==> src/sv/bsdot_pkg.sv <==
// Shared types, constants and fp32 arithmetic functions for the block-scaled
// FP4 x INT8 dot product. No dependencies.
package bsdot_pkg;

	// Largest magnitude of one act * weight product (128 * 12)
	localparam int PROD_MAX = 1536;
	localparam int PROD_W = 13;
	// Sum widths in the job record, sized for the largest supported group
	localparam int SUM_W = 19;
	localparam int JOB_DEPTH = 2;

	localparam logic [31:0] FP_QNAN = 32'h7FC0_0000;

	// Doubled E2M1 magnitudes
	localparam logic [3:0] FP4_MAG2 [8] = '{4'd0, 4'd1, 4'd2, 4'd3, 4'd4, 4'd6, 4'd8, 4'd12};

	typedef enum logic [2:0] {
		B_IDLE,
		B_CVT,
		B_T1,
		B_T3,
		B_T4,
		B_ACC,
		B_RES
	} back_state_t;

	// Work handed from the front to the back
	typedef struct packed {
		logic                    do_pair;
		logic                    do_last;
		logic                    misaligned;
		logic [15:0]             bg0;
		logic [15:0]             bg1;
		logic signed [SUM_W-1:0] pair_sum;
		logic signed [SUM_W-1:0] half_sum;
		logic [31:0]             row_scale;
	} job_t;

	// Round mag * 2^e to fp32, nearest-even, with subnormals
	function automatic logic [31:0] fp_round(input logic sgn, input logic [47:0] mag,
		input int e);
		int p;
		int sh;
		int be;
		logic [48:0] m;
		logic g;
		logic st;
		if (mag == '0) return {sgn, 31'd0};
		p = 0;
		for (int i = 0; i < 48; i++) begin
			if (mag[i]) p = i;
		end
		sh = p - 23;
		if (sh < -149 - e) sh = -149 - e;
		g = 1'b0;
		st = 1'b0;
		if (sh <= 0) begin
			m = {1'b0, mag} << (-sh);
		end else if (sh >= 49) begin
			m = '0;
		end else begin
			m = {1'b0, mag} >> sh;
			g = mag[sh-1];
			st = |(mag & ((48'd1 << (sh - 1)) - 48'd1));
			if (g && (st || m[0])) m = m + 49'd1;
		end
		if (m[24]) begin
			m = m >> 1;
			sh = sh + 1;
		end
		if (m[23]) begin
			be = sh + e + 150;
			if (be >= 255) return {sgn, 8'hFF, 23'd0};
			return {sgn, be[7:0], m[22:0]};
		end
		return {sgn, 8'd0, m[22:0]};
	endfunction

	function automatic logic [31:0] fp_mul(input logic [31:0] a, input logic [31:0] b);
		logic s;
		logic na;
		logic nb;
		logic ia;
		logic ib;
		logic za;
		logic zb;
		logic [23:0] ma;
		logic [23:0] mb;
		int xa;
		int xb;
		s = a[31] ^ b[31];
		ia = a[30:23] == 8'hFF;
		ib = b[30:23] == 8'hFF;
		na = ia && (a[22:0] != '0);
		nb = ib && (b[22:0] != '0);
		za = a[30:0] == '0;
		zb = b[30:0] == '0;
		if (na || nb || (ia && zb) || (ib && za)) return FP_QNAN;
		if (ia || ib) return {s, 8'hFF, 23'd0};
		if (za || zb) return {s, 31'd0};
		ma = {a[30:23] != 8'd0, a[22:0]};
		mb = {b[30:23] != 8'd0, b[22:0]};
		xa = (a[30:23] == 8'd0) ? 1 : int'(a[30:23]);
		xb = (b[30:23] == 8'd0) ? 1 : int'(b[30:23]);
		return fp_round(s, ma * mb, xa + xb - 300);
	endfunction

	function automatic logic [31:0] fp_add(input logic [31:0] a, input logic [31:0] b);
		logic ia;
		logic ib;
		logic na;
		logic nb;
		logic [31:0] big;
		logic [31:0] sml;
		logic [23:0] mx;
		logic [23:0] my;
		logic [26:0] ax;
		logic [26:0] ay;
		logic [26:0] yf;
		logic [27:0] sum;
		logic sgn;
		int xx;
		int xy;
		int d;
		ia = a[30:23] == 8'hFF;
		ib = b[30:23] == 8'hFF;
		na = ia && (a[22:0] != '0);
		nb = ib && (b[22:0] != '0);
		if (na || nb || (ia && ib && (a[31] != b[31]))) return FP_QNAN;
		if (ia) return a;
		if (ib) return b;
		if ((a[30:0] == '0) && (b[30:0] == '0)) return {a[31] & b[31], 31'd0};
		if (a[30:23] >= b[30:23]) begin
			big = a;
			sml = b;
		end else begin
			big = b;
			sml = a;
		end
		mx = {big[30:23] != 8'd0, big[22:0]};
		my = {sml[30:23] != 8'd0, sml[22:0]};
		xx = (big[30:23] == 8'd0) ? 1 : int'(big[30:23]);
		xy = (sml[30:23] == 8'd0) ? 1 : int'(sml[30:23]);
		d = xx - xy;
		ax = {mx, 3'b000};
		yf = {my, 3'b000};
		if (d >= 27) begin
			ay = {26'd0, |my};
		end else begin
			ay = (yf >> d) | {26'd0, |(yf & ((27'd1 << d) - 27'd1))};
		end
		// Align with guard, round and sticky bits, then add or subtract
		if (big[31] == sml[31]) begin
			sum = {1'b0, ax} + {1'b0, ay};
			sgn = big[31];
		end else if (ax >= ay) begin
			sum = {1'b0, ax} - {1'b0, ay};
			sgn = big[31];
		end else begin
			sum = {1'b0, ay} - {1'b0, ax};
			sgn = sml[31];
		end
		if (sum == '0) return 32'd0;
		return fp_round(sgn, {20'd0, sum}, xx - 153);
	endfunction

	function automatic logic [31:0] int_to_fp(input logic signed [SUM_W-1:0] v);
		logic [SUM_W-1:0] mag;
		mag = v[SUM_W-1] ? SUM_W'(-v) : SUM_W'(v);
		if (v == '0) return 32'd0;
		return fp_round(v[SUM_W-1], 48'(mag), 0);
	endfunction

endpackage

==> src/sv/bsdot_ifs.sv <==


interface bsdot_job_if;
	logic              valid;
	logic              ready;
	bsdot_pkg::job_t   job;

	modport source(output valid, job, input ready);
	modport sink(input valid, job, output ready);
endinterface

==> src/sv/bsdot_fifo.sv <==
// Short job queue between the front and the back end.
// Uses bsdot_pkg and bsdot_job_if.
module bsdot_fifo (
	input  logic        clk,
	input  logic        arst_n,
	bsdot_job_if.sink   wr,
	bsdot_job_if.source rd
);

	localparam int PTR_W = $clog2(bsdot_pkg::JOB_DEPTH);
	localparam int CNT_W = $clog2(bsdot_pkg::JOB_DEPTH + 1);

	bsdot_pkg::job_t  mem_q [bsdot_pkg::JOB_DEPTH];
	logic [PTR_W-1:0] wptr_q;
	logic [PTR_W-1:0] rptr_q;
	logic [CNT_W-1:0] cnt_q;
	logic             push;
	logic             pop;

	assign wr.ready = cnt_q != CNT_W'(bsdot_pkg::JOB_DEPTH);
	assign rd.valid = cnt_q != '0;
	assign rd.job = mem_q[rptr_q];
	assign push = wr.valid && wr.ready;
	assign pop = rd.valid && rd.ready;

	// Store the incoming job
	always_ff @(posedge clk) begin
		if (push) mem_q[wptr_q] <= wr.job;
	end

	// Advance pointers and fill count
	always_ff @(posedge clk or negedge arst_n) begin
		if (!arst_n) begin
			wptr_q <= '0;
			rptr_q <= '0;
			cnt_q <= '0;
		end else begin
			if (push) wptr_q <= (wptr_q == PTR_W'(bsdot_pkg::JOB_DEPTH - 1)) ? '0
				: wptr_q + PTR_W'(1);
			if (pop) rptr_q <= (rptr_q == PTR_W'(bsdot_pkg::JOB_DEPTH - 1)) ? '0
				: rptr_q + PTR_W'(1);
			if (push && !pop) cnt_q <= cnt_q + CNT_W'(1);
			else if (pop && !push) cnt_q <= cnt_q - CNT_W'(1);
		end
	end

endmodule

==> src/flat_wrapper.sv <==
// flat-port wrapper written by rule: the top's interface ports become plain ports
module bsdot_fifo_flat 
  (clk, arst_n, wr_valid, wr_job, wr_ready, rd_valid, rd_job, rd_ready);
  bsdot_job_if wr_i ();
  bsdot_job_if rd_i ();
  input  logic clk;
  input  logic arst_n;
  input wire logic [$bits(wr_i.valid)-1:0] wr_valid;
  input wire logic [$bits(wr_i.job)-1:0] wr_job;
  output wire logic [$bits(wr_i.ready)-1:0] wr_ready;
  output wire logic [$bits(rd_i.valid)-1:0] rd_valid;
  output wire logic [$bits(rd_i.job)-1:0] rd_job;
  input wire logic [$bits(rd_i.ready)-1:0] rd_ready;
  assign wr_i.valid = wr_valid;
  assign wr_i.job = wr_job;
  assign wr_ready = wr_i.ready;
  assign rd_valid = rd_i.valid;
  assign rd_job = rd_i.job;
  assign rd_i.ready = rd_ready;
  bsdot_fifo u_core (.clk(clk), .arst_n(arst_n), .wr(wr_i), .rd(rd_i));
endmodule
==> config.mk <==
export PLATFORM = sky130hd
export DESIGN_NAME = bsdot_fifo_flat
export DESIGN_NICKNAME = d
export VERILOG_FILES = /design/src/sv/bsdot_pkg.sv /design/src/sv/bsdot_ifs.sv /design/src/sv/bsdot_fifo.sv /design/src/flat_wrapper.sv
export SDC_FILE = /design/constraint.sdc
export NUM_CORES = 1
export LEC_CHECK = 0
export ABC_AREA = 1
export BUFFER_PORTS_ARGS = -buffer_cell sky130_fd_sc_hd__clkbuf_2
export CORE_ASPECT_RATIO = 1.2
export CORE_MARGIN = 4
export CORE_UTILIZATION = 56
export DETAILED_ROUTE_END_ITERATION = 10
export GPL_ROUTABILITY_DRIVEN = 1
export GPL_TIMING_DRIVEN = 1
export PLACE_DENSITY_LB_ADDON = 0.1
export SYNTH_ARGS = -nofsm -noshare
export SYNTH_HDL_FRONTEND = slang
export SYNTH_SLANG_ARGS = --single-unit
==> constraint.sdc <==
create_clock -name clk -period 11.2 [get_ports clk]
set_clock_uncertainty 0.05 [all_clocks]
set_input_delay 2.8 -clock clk [delete_from_list [all_inputs] [get_ports clk]]
set_output_delay 2.8 -clock clk [all_outputs]
set_load 0.02 [all_outputs]
==> impl_metrics.sql <==
INSERT INTO impl_metrics (metric_group, metric, value, unit) VALUES
('final_layout', 'post_layout_nonfiller_instances', '979', ''),
('hold_path', 'hold-path-endpoint', 'u_core.cnt_q[0]', ''),
('critical_path', 'worstSetupPathType', 'flip-flop to primary output', ''),
('power_and_ir_drop', 'power.density_cell_area', '283', 'nW/um2'),
('global_routing', 'grt-ovfl-total', '0', ''),
('final_layout', 'final_design_area_no_fill', '9660', 'um2'),
('timing', 'final.min_clock_period', '5.78', 'ns'),
('power_and_ir_drop', 'internal-power', '1.71', 'mW'),
('timing', 'whs', '0.465', 'ns'),
('synth', 'syn_nets', '687', ''),
('power_and_ir_drop', 'ir_worst_vdd', '0.200', 'mV'),
('cts', 'tritoncts', 'done', ''),
('critical_path', 'regToRegStartpoint', 'u_core.rptr_q', ''),
('die', 'pin_count', '216', ''),
('routing', 'detail_route.wl_per_cell', '16.1', 'um'),
('critical_path', 'arrival', '2.93', 'ns'),
('power_and_ir_drop', 'p_clk_share', '22.9', '%'),
('synth', 'synthesis.area_per_instance', '13.6', 'um2'),
('placement', 'placedCellCount', '944', ''),
('routing', 'via_per_inst', '5.02', ''),
('cts', 'cts-buffers-inserted', '21', ''),
('routing', 'post-route-drc-count', '0', ''),
('cts', 'cts-htree-levels', '1', ''),
('global_routing', 'grt_antenna_before_repair', '1', ''),
('routing', 'postRouteAntennaNets', '0', ''),
('cts', 'post_cts.resized_instances', '0', ''),
('global_routing', 'grt_pass1_wl', '23.8', 'mm'),
('power_and_ir_drop', 'pwr-share-comb', '33.2', '%'),
('critical_path', 'worst-r2r-setup-slack', '8.74', 'ns'),
('timing', 'slew_headroom', '20.5', '%'),
('die', 'die_w', '116', 'um'),
('routing', 'vias', '4910', ''),
('die', 'die_area', '16000', 'um2'),
('routing', 'drt_wl_total', '15.8', 'mm'),
('die', 'die_h', '138', 'um'),
('hold_path', 'min-delay-start', 'u_core.cnt_q[0]', ''),
('placement', 'gp_congestion', '0.731', ''),
('power_and_ir_drop', 'power_frac_seq', '43.9', '%'),
('timing', 'min_period_over_period', '51.6', '%'),
('final_layout', 'commonest_cells_after_routing_fill_and_taps_aside', '325 x sky130_fd_sc_hd__nand2_1, 215 x sky130_fd_sc_hd__clkbuf_2, 210 x sky130_fd_sc_hd__edfxtp_1', ''),
('run', 'cap_viol_max_count', '0', ''),
('placement', 'placement.io_buffers', '215', ''),
('cts', 'clk_pin_slew_worst_paths', '0.06', 'ns'),
('timing', 'fin_tns_setup', '0', 'ns'),
('synth', 'gate_count_post_synth', '577', ''),
('power_and_ir_drop', 'finalPower', '2.73', 'mW'),
('synth', 'seq_area_frac_synth', '81.4', '%'),
('global_routing', 'grtUsageTotal', '19.3', '%'),
('die', 'core.rowCount', '47', ''),
('hold_path', 'whs_path_depth', '1', ''),
('cts', 'cts.hold.buffers_added', '0', ''),
('power_and_ir_drop', 'swShare', '37.2', '%'),
('critical_path', 'timing.critical_path.from_type', 'flip-flop', ''),
('global_routing', 'grt_max_degree', '108', ''),
('synth', 'ys_seq_elements', '214', ''),
('routing', 'drt_pre_antenna_iters', '4', ''),
('power_and_ir_drop', 'netSwitchingPower', '1.01', 'mW'),
('routing', 'first_iter_violations', '412', ''),
('timing', 'final_hold_viol_count', '0', ''),
('die', 'core_area', '13800', 'um2'),
('critical_path', 'cp_max_fo', '107', ''),
('critical_path', 'critPathRequiredTime', '8.35', 'ns'),
('outcome', 'outcome', 'finished, final reports clean', ''),
('timing', 'final_critical_path_setup_slack', '5.42', 'ns'),
('critical_path', 'worstReg2RegEnd', 'u_core.rptr_q', ''),
('final_layout', 'final_common_cell', 'sky130_fd_sc_hd__nand2_1', ''),
('cts', 'clock_latency', '0.47', 'ns'),
('critical_path', 'cp-end-kind', 'primary output', ''),
('hold_path', 'hold_path.class', 'flip-flop to flip-flop', ''),
('timing', 'final-setup-viol-count', '0', ''),
('cts', 'cts_max_path_buffers', '3', '');
cell families after synthesis:
family | synth area share, %
simple gates | 15.8
fa+ha+maj | 0.159
xor+xnor | 0.223
buf+inv | 2.37
flops | 81.4
how the worst max path moves through the flow:
stage / from / to / slack [ns] / depth (start not counted)
2_1_floorplan: wr_valid / u_core.mem_q[0][0] / 3.29 / 2
3_3_place_gp: u_core.rptr_q / rd_job[50] / 5.89 / 4
3_5_place_dp: u_core.rptr_q / rd_job[14] / 5.87 / 4
4_1_cts: u_core.rptr_q / rd_job[14] / 5.36 / 4
5_1_grt: u_core.rptr_q / rd_job[14] / 5.15 / 4
6_report: u_core.rptr_q / rd_job[14] / 5.42 / 4
Yosys cell counts:
master | number | share of area (%)
sky130_fd_sc_hd__xor2_1 | 1 | 0.11
sky130_fd_sc_hd__xnor2_1 | 1 | 0.11
sky130_fd_sc_hd__dfrtp_1 | 4 | 1.3
sky130_fd_sc_hd__buf_4 | 2 | 0.19
sky130_fd_sc_hd__nor2_1 | 2 | 0.095
sky130_fd_sc_hd__nand4_1 | 1 | 0.080
sky130_fd_sc_hd__nand3_1 | 2 | 0.13
sky130_fd_sc_hd__nand2_1 | 325 | 16
sky130_fd_sc_hd__inv_1 | 6 | 0.29
sky130_fd_sc_hd__buf_6 | 6 | 0.86
sky130_fd_sc_hd__inv_4 | 1 | 0.080
sky130_fd_sc_hd__buf_2 | 15 | 0.95
sky130_fd_sc_hd__edfxtp_1 | 210 | 80
sky130_fd_sc_hd__ha_1 | 1 | 0.16
critical path, stage by stage, from the launching register on:
cell and delay (ns):
sky130_fd_sc_hd__dfrtp_4 1.20, sky130_fd_sc_hd__inv_4 0.70, sky130_fd_sc_hd__nand2_1 0.24, sky130_fd_sc_hd__nand2_1 0.09, sky130_fd_sc_hd__clkbuf_2 0.16
flip-flops by register name (all words and copies together) (netlist names):
register and cells:
u_core.rptr_q 1, u_core.mem_q 210, u_core.wptr_q 1, u_core.cnt_q 2
final cells by class:
class                           count  area [um2]
Inverter                            7        28.8
Multi-Input combinational cell    333        1290
Tap cell                          171         214
Sequential cell                   214        6410
Clock inverter                     10        67.6
Clock buffer                       25         541
Fill cell                        1009        4110
Timing Repair Buffer              219        1110
power by group through the flow:
stage / clock network (mW) / logic (mW) / registers, mW
2_1_floorplan: 0 / 0.658 / 1.17
3_3_place_gp: 0 / 0.905 / 1.21
3_5_place_dp: 0 / 0.921 / 1.22
4_1_cts: 0.641 / 0.925 / 1.20
5_1_grt: 0.675 / 0.999 / 1.22
6_report: 0.625 / 0.905 / 1.20
metal layers:
| layer | up-vias | global-route usage [%] | part of all wire (%) |
|---|---|---|---|
| met1 | 2323 | 22.3 | 37 |
| met3 | 37 | 5.84 | 9.3 |
| met2 | 166 | 34.0 | 51 |
| li1 | 2382 | - | - |
| met5 | - | 0 | 0.082 |
| met4 | 2 | 6.71 | 2.7 |
No activity file was read; power rests on OpenSTA's default activity.
