--- config.mk ---
export PLATFORM = sky130hd
export DESIGN_NAME = bsdot_front_flat
export DESIGN_NICKNAME = d
export VERILOG_FILES = /design/src/sv/bsdot_pkg.sv /design/src/sv/bsdot_ifs.sv /design/src/sv/bsdot_front.sv /design/src/flat_wrapper.sv
export SDC_FILE = /design/constraint.sdc
export NUM_CORES = 1
export LEC_CHECK = 0
export ABC_AREA = 1
export BUFFER_PORTS_ARGS = -buffer_cell sky130_fd_sc_hd__buf_4
export CORE_AREA = 2 2 121 123
export CTS_BUF_LIST = sky130_fd_sc_hd__clkbuf_4 sky130_fd_sc_hd__clkbuf_8
export CTS_CLUSTER_DIAMETER = 150
export CTS_CLUSTER_SIZE = 10
export DETAILED_ROUTE_END_ITERATION = 7
export DIE_AREA = 0 0 123 125
export PLACE_DENSITY = 0.73
export SLEW_MARGIN = 20
export SYNTH_ARGS = -nofsm -noshare
export SYNTH_HDL_FRONTEND = slang
export SYNTH_SLANG_ARGS = --single-unit
--- constraint.sdc ---
create_clock -name clk -period 26 [get_ports clk]
set_clock_uncertainty 0.1 [all_clocks]
set_input_delay 5.2 -clock clk [delete_from_list [all_inputs] [get_ports clk]]
set_output_delay 5.2 -clock clk [all_outputs]
set_load 0.02 [all_outputs]
--- src/sv/bsdot_pkg.sv ---
// Shared types, constants and fp32 arithmetic functions for the block-scaled
// FP4 x INT8 dot product. No dependencies.
package bsdot_pkg;

	// Largest magnitude of one act * weight product (128 * 12)
	localparam int PROD_MAX = 1536;
	localparam int PROD_W = 13;
	// Sum widths in the job record, sized for the largest supported group
	localparam int SUM_W = 19;
	localparam int JOB_DEPTH = 2;

	localparam logic [31:0] FP_QNAN = 32'h7FC0_0000;

	// Doubled E2M1 magnitudes
	localparam logic [3:0] FP4_MAG2 [8] = '{4'd0, 4'd1, 4'd2, 4'd3, 4'd4, 4'd6, 4'd8, 4'd12};

	typedef enum logic [2:0] {
		B_IDLE,
		B_CVT,
		B_T1,
		B_T3,
		B_T4,
		B_ACC,
		B_RES
	} back_state_t;

	// Work handed from the front to the back
	typedef struct packed {
		logic                    do_pair;
		logic                    do_last;
		logic                    misaligned;
		logic [15:0]             bg0;
		logic [15:0]             bg1;
		logic signed [SUM_W-1:0] pair_sum;
		logic signed [SUM_W-1:0] half_sum;
		logic [31:0]             row_scale;
	} job_t;

	// Round mag * 2^e to fp32, nearest-even, with subnormals
	function automatic logic [31:0] fp_round(input logic sgn, input logic [47:0] mag,
		input int e);
		int p;
		int sh;
		int be;
		logic [48:0] m;
		logic g;
		logic st;
		if (mag == '0) return {sgn, 31'd0};
		p = 0;
		for (int i = 0; i < 48; i++) begin
			if (mag[i]) p = i;
		end
		sh = p - 23;
		if (sh < -149 - e) sh = -149 - e;
		g = 1'b0;
		st = 1'b0;
		if (sh <= 0) begin
			m = {1'b0, mag} << (-sh);
		end else if (sh >= 49) begin
			m = '0;
		end else begin
			m = {1'b0, mag} >> sh;
			g = mag[sh-1];
			st = |(mag & ((48'd1 << (sh - 1)) - 48'd1));
			if (g && (st || m[0])) m = m + 49'd1;
		end
		if (m[24]) begin
			m = m >> 1;
			sh = sh + 1;
		end
		if (m[23]) begin
			be = sh + e + 150;
			if (be >= 255) return {sgn, 8'hFF, 23'd0};
			return {sgn, be[7:0], m[22:0]};
		end
		return {sgn, 8'd0, m[22:0]};
	endfunction

	function automatic logic [31:0] fp_mul(input logic [31:0] a, input logic [31:0] b);
		logic s;
		logic na;
		logic nb;
		logic ia;
		logic ib;
		logic za;
		logic zb;
		logic [23:0] ma;
		logic [23:0] mb;
		int xa;
		int xb;
		s = a[31] ^ b[31];
		ia = a[30:23] == 8'hFF;
		ib = b[30:23] == 8'hFF;
		na = ia && (a[22:0] != '0);
		nb = ib && (b[22:0] != '0);
		za = a[30:0] == '0;
		zb = b[30:0] == '0;
		if (na || nb || (ia && zb) || (ib && za)) return FP_QNAN;
		if (ia || ib) return {s, 8'hFF, 23'd0};
		if (za || zb) return {s, 31'd0};
		ma = {a[30:23] != 8'd0, a[22:0]};
		mb = {b[30:23] != 8'd0, b[22:0]};
		xa = (a[30:23] == 8'd0) ? 1 : int'(a[30:23]);
		xb = (b[30:23] == 8'd0) ? 1 : int'(b[30:23]);
		return fp_round(s, ma * mb, xa + xb - 300);
	endfunction

	function automatic logic [31:0] fp_add(input logic [31:0] a, input logic [31:0] b);
		logic ia;
		logic ib;
		logic na;
		logic nb;
		logic [31:0] big;
		logic [31:0] sml;
		logic [23:0] mx;
		logic [23:0] my;
		logic [26:0] ax;
		logic [26:0] ay;
		logic [26:0] yf;
		logic [27:0] sum;
		logic sgn;
		int xx;
		int xy;
		int d;
		ia = a[30:23] == 8'hFF;
		ib = b[30:23] == 8'hFF;
		na = ia && (a[22:0] != '0);
		nb = ib && (b[22:0] != '0);
		if (na || nb || (ia && ib && (a[31] != b[31]))) return FP_QNAN;
		if (ia) return a;
		if (ib) return b;
		if ((a[30:0] == '0) && (b[30:0] == '0)) return {a[31] & b[31], 31'd0};
		if (a[30:23] >= b[30:23]) begin
			big = a;
			sml = b;
		end else begin
			big = b;
			sml = a;
		end
		mx = {big[30:23] != 8'd0, big[22:0]};
		my = {sml[30:23] != 8'd0, sml[22:0]};
		xx = (big[30:23] == 8'd0) ? 1 : int'(big[30:23]);
		xy = (sml[30:23] == 8'd0) ? 1 : int'(sml[30:23]);
		d = xx - xy;
		ax = {mx, 3'b000};
		yf = {my, 3'b000};
		if (d >= 27) begin
			ay = {26'd0, |my};
		end else begin
			ay = (yf >> d) | {26'd0, |(yf & ((27'd1 << d) - 27'd1))};
		end
		// Align with guard, round and sticky bits, then add or subtract
		if (big[31] == sml[31]) begin
			sum = {1'b0, ax} + {1'b0, ay};
			sgn = big[31];
		end else if (ax >= ay) begin
			sum = {1'b0, ax} - {1'b0, ay};
			sgn = big[31];
		end else begin
			sum = {1'b0, ay} - {1'b0, ax};
			sgn = sml[31];
		end
		if (sum == '0) return 32'd0;
		return fp_round(sgn, {20'd0, sum}, xx - 153);
	endfunction

	function automatic logic [31:0] int_to_fp(input logic signed [SUM_W-1:0] v);
		logic [SUM_W-1:0] mag;
		mag = v[SUM_W-1] ? SUM_W'(-v) : SUM_W'(v);
		if (v == '0) return 32'd0;
		return fp_round(v[SUM_W-1], 48'(mag), 0);
	endfunction

endpackage

--- src/sv/bsdot_ifs.sv ---
// Handshake channel interfaces for the block-scaled dot product.
// Depends on bsdot_pkg for the job record.
interface bsdot_in_if;
	logic              valid;
	logic              ready;
	logic signed [7:0] act;
	logic [3:0]        weight_code;
	logic [15:0]       block_scale;
	logic [31:0]       row_scale;
	logic              last;

	modport source(output valid, act, weight_code, block_scale, row_scale, last, input ready);
	modport sink(input valid, act, weight_code, block_scale, row_scale, last, output ready);
endinterface


interface bsdot_job_if;
	logic              valid;
	logic              ready;
	bsdot_pkg::job_t   job;

	modport source(output valid, job, input ready);
	modport sink(input valid, job, output ready);
endinterface

--- src/sv/bsdot_front.sv ---
// Front end: decodes weights, sums integer products over a block pair and
// hands completed pairs and row ends to the job queue. Uses bsdot_pkg, bsdot_ifs.
module bsdot_front #(
	parameter int GROUP_SIZE = 16
) (
	input  logic          clk,
	input  logic          arst_n,
	bsdot_in_if.sink      item,
	bsdot_job_if.source   jobs
);

	localparam int POS_W = $clog2(2 * GROUP_SIZE);
	localparam int PS_W = $clog2(2 * GROUP_SIZE * bsdot_pkg::PROD_MAX) + 1;
	localparam int HS_W = $clog2(GROUP_SIZE * bsdot_pkg::PROD_MAX) + 1;

	logic [POS_W-1:0]       pos_q;
	logic signed [PS_W-1:0] psum_q;
	logic signed [HS_W-1:0] hsum_q;
	logic [15:0]            bg0_q;
	logic [15:0]            bg1_q;

	logic                              accept;
	logic                              pair_done;
	logic                              first_half;
	logic signed [4:0]                 w;
	logic signed [bsdot_pkg::PROD_W-1:0] prod;
	logic signed [PS_W-1:0]            psum_n;
	logic signed [HS_W-1:0]            hsum_n;

	// Decode the weight and form the product
	always_comb begin
		w = item.weight_code[3] ? -$signed({1'b0, bsdot_pkg::FP4_MAG2[item.weight_code[2:0]]})
			: $signed({1'b0, bsdot_pkg::FP4_MAG2[item.weight_code[2:0]]});
		prod = bsdot_pkg::PROD_W'(item.act * w);
		first_half = pos_q < POS_W'(GROUP_SIZE);
		pair_done = pos_q == POS_W'(2 * GROUP_SIZE - 1);
		psum_n = psum_q + PS_W'(prod);
		hsum_n = first_half ? hsum_q + HS_W'(prod) : hsum_q;
	end

	assign item.ready = jobs.ready;
	assign accept = item.valid && item.ready;

	// Hand a job over at a pair end or a row end
	always_comb begin
		jobs.valid = accept && (pair_done || item.last);
		jobs.job.do_pair = pair_done;
		jobs.job.do_last = item.last;
		jobs.job.misaligned = !pair_done;
		jobs.job.bg0 = bg0_q;
		jobs.job.bg1 = bg1_q;
		jobs.job.pair_sum = bsdot_pkg::SUM_W'(psum_n);
		jobs.job.half_sum = bsdot_pkg::SUM_W'(hsum_n);
		jobs.job.row_scale = item.row_scale;
	end

	// Advance the pair position and running sums
	always_ff @(posedge clk or negedge arst_n) begin
		if (!arst_n) begin
			pos_q <= '0;
			psum_q <= '0;
			hsum_q <= '0;
			bg0_q <= '0;
			bg1_q <= '0;
		end else if (accept) begin
			if (item.last || pair_done) begin
				pos_q <= '0;
				psum_q <= '0;
				hsum_q <= '0;
				if (item.last) begin
					bg0_q <= '0;
					bg1_q <= '0;
				end
			end else begin
				pos_q <= pos_q + POS_W'(1);
				psum_q <= psum_n;
				hsum_q <= hsum_n;
				if (pos_q == '0) bg0_q <= item.block_scale;
				if (pos_q == POS_W'(GROUP_SIZE)) bg1_q <= item.block_scale;
			end
		end
	end

endmodule

--- src/flat_wrapper.sv ---
// flat-port wrapper written by rule: the top's interface ports become plain ports
module bsdot_front_flat 
#(
	parameter int GROUP_SIZE = 16
)
  (clk, arst_n, item_valid, item_act, item_weight_code, item_block_scale, item_row_scale, item_last, item_ready, jobs_valid, jobs_job, jobs_ready);
  bsdot_in_if item_i ();
  bsdot_job_if jobs_i ();
  input  logic clk;
  input  logic arst_n;
  input wire logic [$bits(item_i.valid)-1:0] item_valid;
  input wire logic [$bits(item_i.act)-1:0] item_act;
  input wire logic [$bits(item_i.weight_code)-1:0] item_weight_code;
  input wire logic [$bits(item_i.block_scale)-1:0] item_block_scale;
  input wire logic [$bits(item_i.row_scale)-1:0] item_row_scale;
  input wire logic [$bits(item_i.last)-1:0] item_last;
  output wire logic [$bits(item_i.ready)-1:0] item_ready;
  output wire logic [$bits(jobs_i.valid)-1:0] jobs_valid;
  output wire logic [$bits(jobs_i.job)-1:0] jobs_job;
  input wire logic [$bits(jobs_i.ready)-1:0] jobs_ready;
  assign item_i.valid = item_valid;
  assign item_i.act = item_act;
  assign item_i.weight_code = item_weight_code;
  assign item_i.block_scale = item_block_scale;
  assign item_i.row_scale = item_row_scale;
  assign item_i.last = item_last;
  assign item_ready = item_i.ready;
  assign jobs_valid = jobs_i.valid;
  assign jobs_job = jobs_i.job;
  assign jobs_i.ready = jobs_ready;
  bsdot_front #(.GROUP_SIZE(GROUP_SIZE)) u_core (.clk(clk), .arst_n(arst_n), .item(item_i), .jobs(jobs_i));
endmodule
==> out/qor.txt <==
mapped cell area = 6744 µm²
count of final max-slew check failures = 0
Syn Area/Cell = 7.646 µm²
hold crit path type = register to register
Final TNS setup = 0 ns
detailed-route wire length per cell = 12.74 µm
Core ar. = 14200 µm²
clk buf depth = 2
top-area cell type share of the netlist area = 0.2597
RSZ-0062 raised after global routing = no
top_reg_cell synth = dfrtp_1
Seq cells post-synth = 70
CTS tree = done
worst skew pair latency = 0.36 ns
largest net degree at the start of global routing = 71
area leader, netlist = dfrtp_1
Synth Warn # = 0
synth-to-layout area growth = 12.56%
crit path time final = 16.24 ns
Setup Fix Bufs, Post-CTS = 0
final net count = 1099
clk slew on worst S/H paths = 0.07 ns
cts bufs inserted = 9
DRT antenna net count = 0
Post-synth EDFFs = 0
pwr/cell area = 145.7 nW/µm²
CP Buf/Inv Count = 5
Logic pwr share = 0.774
Cell variety after synth = 46
Final Cycle Share = 0.6245
worst vdd rail ir drop = 0.06710 mV
CP Data Required Time = 20.70 ns
Psw = 588.0 µW
first-pass GRT wire length = 24230 µm
layout cells sized above 1 = 0.1847
area occupied by multi-input gates = 3996 µm²
Most Frequent Cell on Critical Path = nand2_1
sequential share of power = 0.147
PortBufs = 107
Seq/Total Area, Yosys = 0.2597
final worst setup slack = 9.764 ns
Final Power = 1.106 mW
most frequent cells in the layout = nand2_1, inv_1, buf_4
slowest CP cell = fa_1
First-pass DRT Iterations = 4
Fin. Hold Viols = 0
worst slack, placed = 9.740 ns
ranking of synthesized cells by area = dfrtp_1, nand2_1, ha_1
Setup Crit Path Kind = input port to output pin
clock power share = 0.079
fmax = 61.59 MHz
gpl congestion = 0.8701
Total Wirelength = 14490 µm
GRT Total Usage = 0.1930
LEAKAGE = 4.330 nW
Setup crit start kind = input port
hold path startpoint = u_core.psum_q[15]
max-cap violations = 0
1st-iter DRT viols = 239
Clock Root Buffer = clkbuf_8
slew margin rel. = 0.2698
Setup violations, final = 0
Seq. cell area = 1752 µm²
Die H = 125 µm
area of the die = 15380 µm²
Crit Reg-Reg Startpoint = u_core.pos_q[1]
status = finished clean
DRC viols = 0
hold_buf cts = 0
grt ovf = 0
Post-synth ARST share = 1.000
initial antenna violation count = 0
std cell rows = 44
Via Count = 5625
syn_nets = 1032
width of the die = 123 µm
Post-CTS Resized = 0
DP HPWL = 11330 µm
most common cell after layout, fill and taps aside = nand2_1
crit path max fanout = 9
Filler Cell Count = 1353
H-tree depth = 3
vias in the first global route = 5383
Worst EP arrival = 10.94 ns
CP peak stage delay = 0.54 ns
Sw Ratio = 0.5315
Post-Syn Instances = 882
internal cell power = 518.3 µW
# diodes = 0
Worst Setup End Kind = output pin
total clock sinks = 70
post-DR vias/cell = 4.947
Starting Density = 0.4748
CP startpoint = item_weight_code[2]
Ports = 172
CP top delay family = adder cells
Slew @ Worst Pin = 1.094 ns
-- cell usage after synthesis (7+ instances only) --
master,number
xor2_1,12
and2_1,8
mux2_4,20
inv_1,157
ha_1,57
nand3_1,37
a21oi_1,34
o21bai_1,7
nor2_1,86
mux2_2,12
buf_4,41
dfrtp_1,70
xnor2_1,8
nand2_1,202
fa_1,28
o21ai_0,28
-- metal layers --
layer,share of wire,vias to the layer above,track usage
met5,0,-,0
met4,0.020,0,0.06350
met3,0.062,26,0.03239
met2,0.46,159,0.3237
met1,0.46,2577,0.2517
li1,-,2863,-
-- metrics by stage --
step	instance area, µm²	std cells	hold WS (ns)	utilization
floorplan	6744	882	0.3553	-
global placement	7403	1122	0.3742	0.5212
CTS	7591	1137	0.3963	0.5344
detailed placement	7403	1122	0.3769	0.5212
global route	7591	1137	0.4138	0.5344
finish	7591	1137	0.3939	0.5344
-- power by group through the flow --
stage / Combinational [mW] / Sequential [mW] / Clock [mW]
2_1_floorplan: 0.588 / 0.172 / 0
3_3_place_gp: 0.846 / 0.163 / 0
3_5_place_dp: 0.856 / 0.164 / 0
4_1_cts: 0.859 / 0.162 / 0.0898
5_1_grt: 0.956 / 0.166 / 0.0937
6_report: 0.857 / 0.162 / 0.0875
-- worst min-delay path: stages (launching register included) --
cell	delay, ns
dfrtp_1	0.35
nand2_1	0.05
nand2_1	0.06
-- cell type report --
cell class / instances / area share
clock inverters: 6 / 0.008406
flip-flops and latches: 70 / 0.2308
multi-input cells: 598 / 0.5265
repair buffers: 109 / 0.1078
clock buffers: 9 / 0.01632
inverters: 161 / 0.07994
well taps: 184 / 0.03033
-- flip-flops by register name, indices dropped and copies added (netlist names) --
register,cells
u_core.pos_q,5
u_core.bg1_q,16
u_core.bg0_q,16
u_core.psum_q,17
u_core.hsum_q,16
-- logic make-up (layout without fill, tap and decap cells) --
family / after synthesis / in the layout / synth area share
xor gates and xnor gates: 20 / 20 / 0.02597
AOI/OAI and AO/OA: 105 / 105 / 0.09277
DFF: 70 / 70 / 0.2597
and+or+nand+nor: 356 / 356 / 0.2200
buffers and inverters: 214 / 285 / 0.1481
muxes: 32 / 32 / 0.06456
adders and majority gates: 85 / 85 / 0.1889
-- final timing paths --
kind                                     end  slack, ns  depth (start not counted)
max                             jobs_job[48]       9.76                         32
min                        u_core.psum_q[15]       0.39                          2
max reg2reg                  u_core.bg1_q[1]      23.33                          8
min reg2reg                u_core.psum_q[15]       0.39                          2
max in group asynchronous  u_core.psum_q[15]      20.34                          1
min in group asynchronous    u_core.bg0_q[0]       4.86                          1
Power figures use the tool's default switching activity.
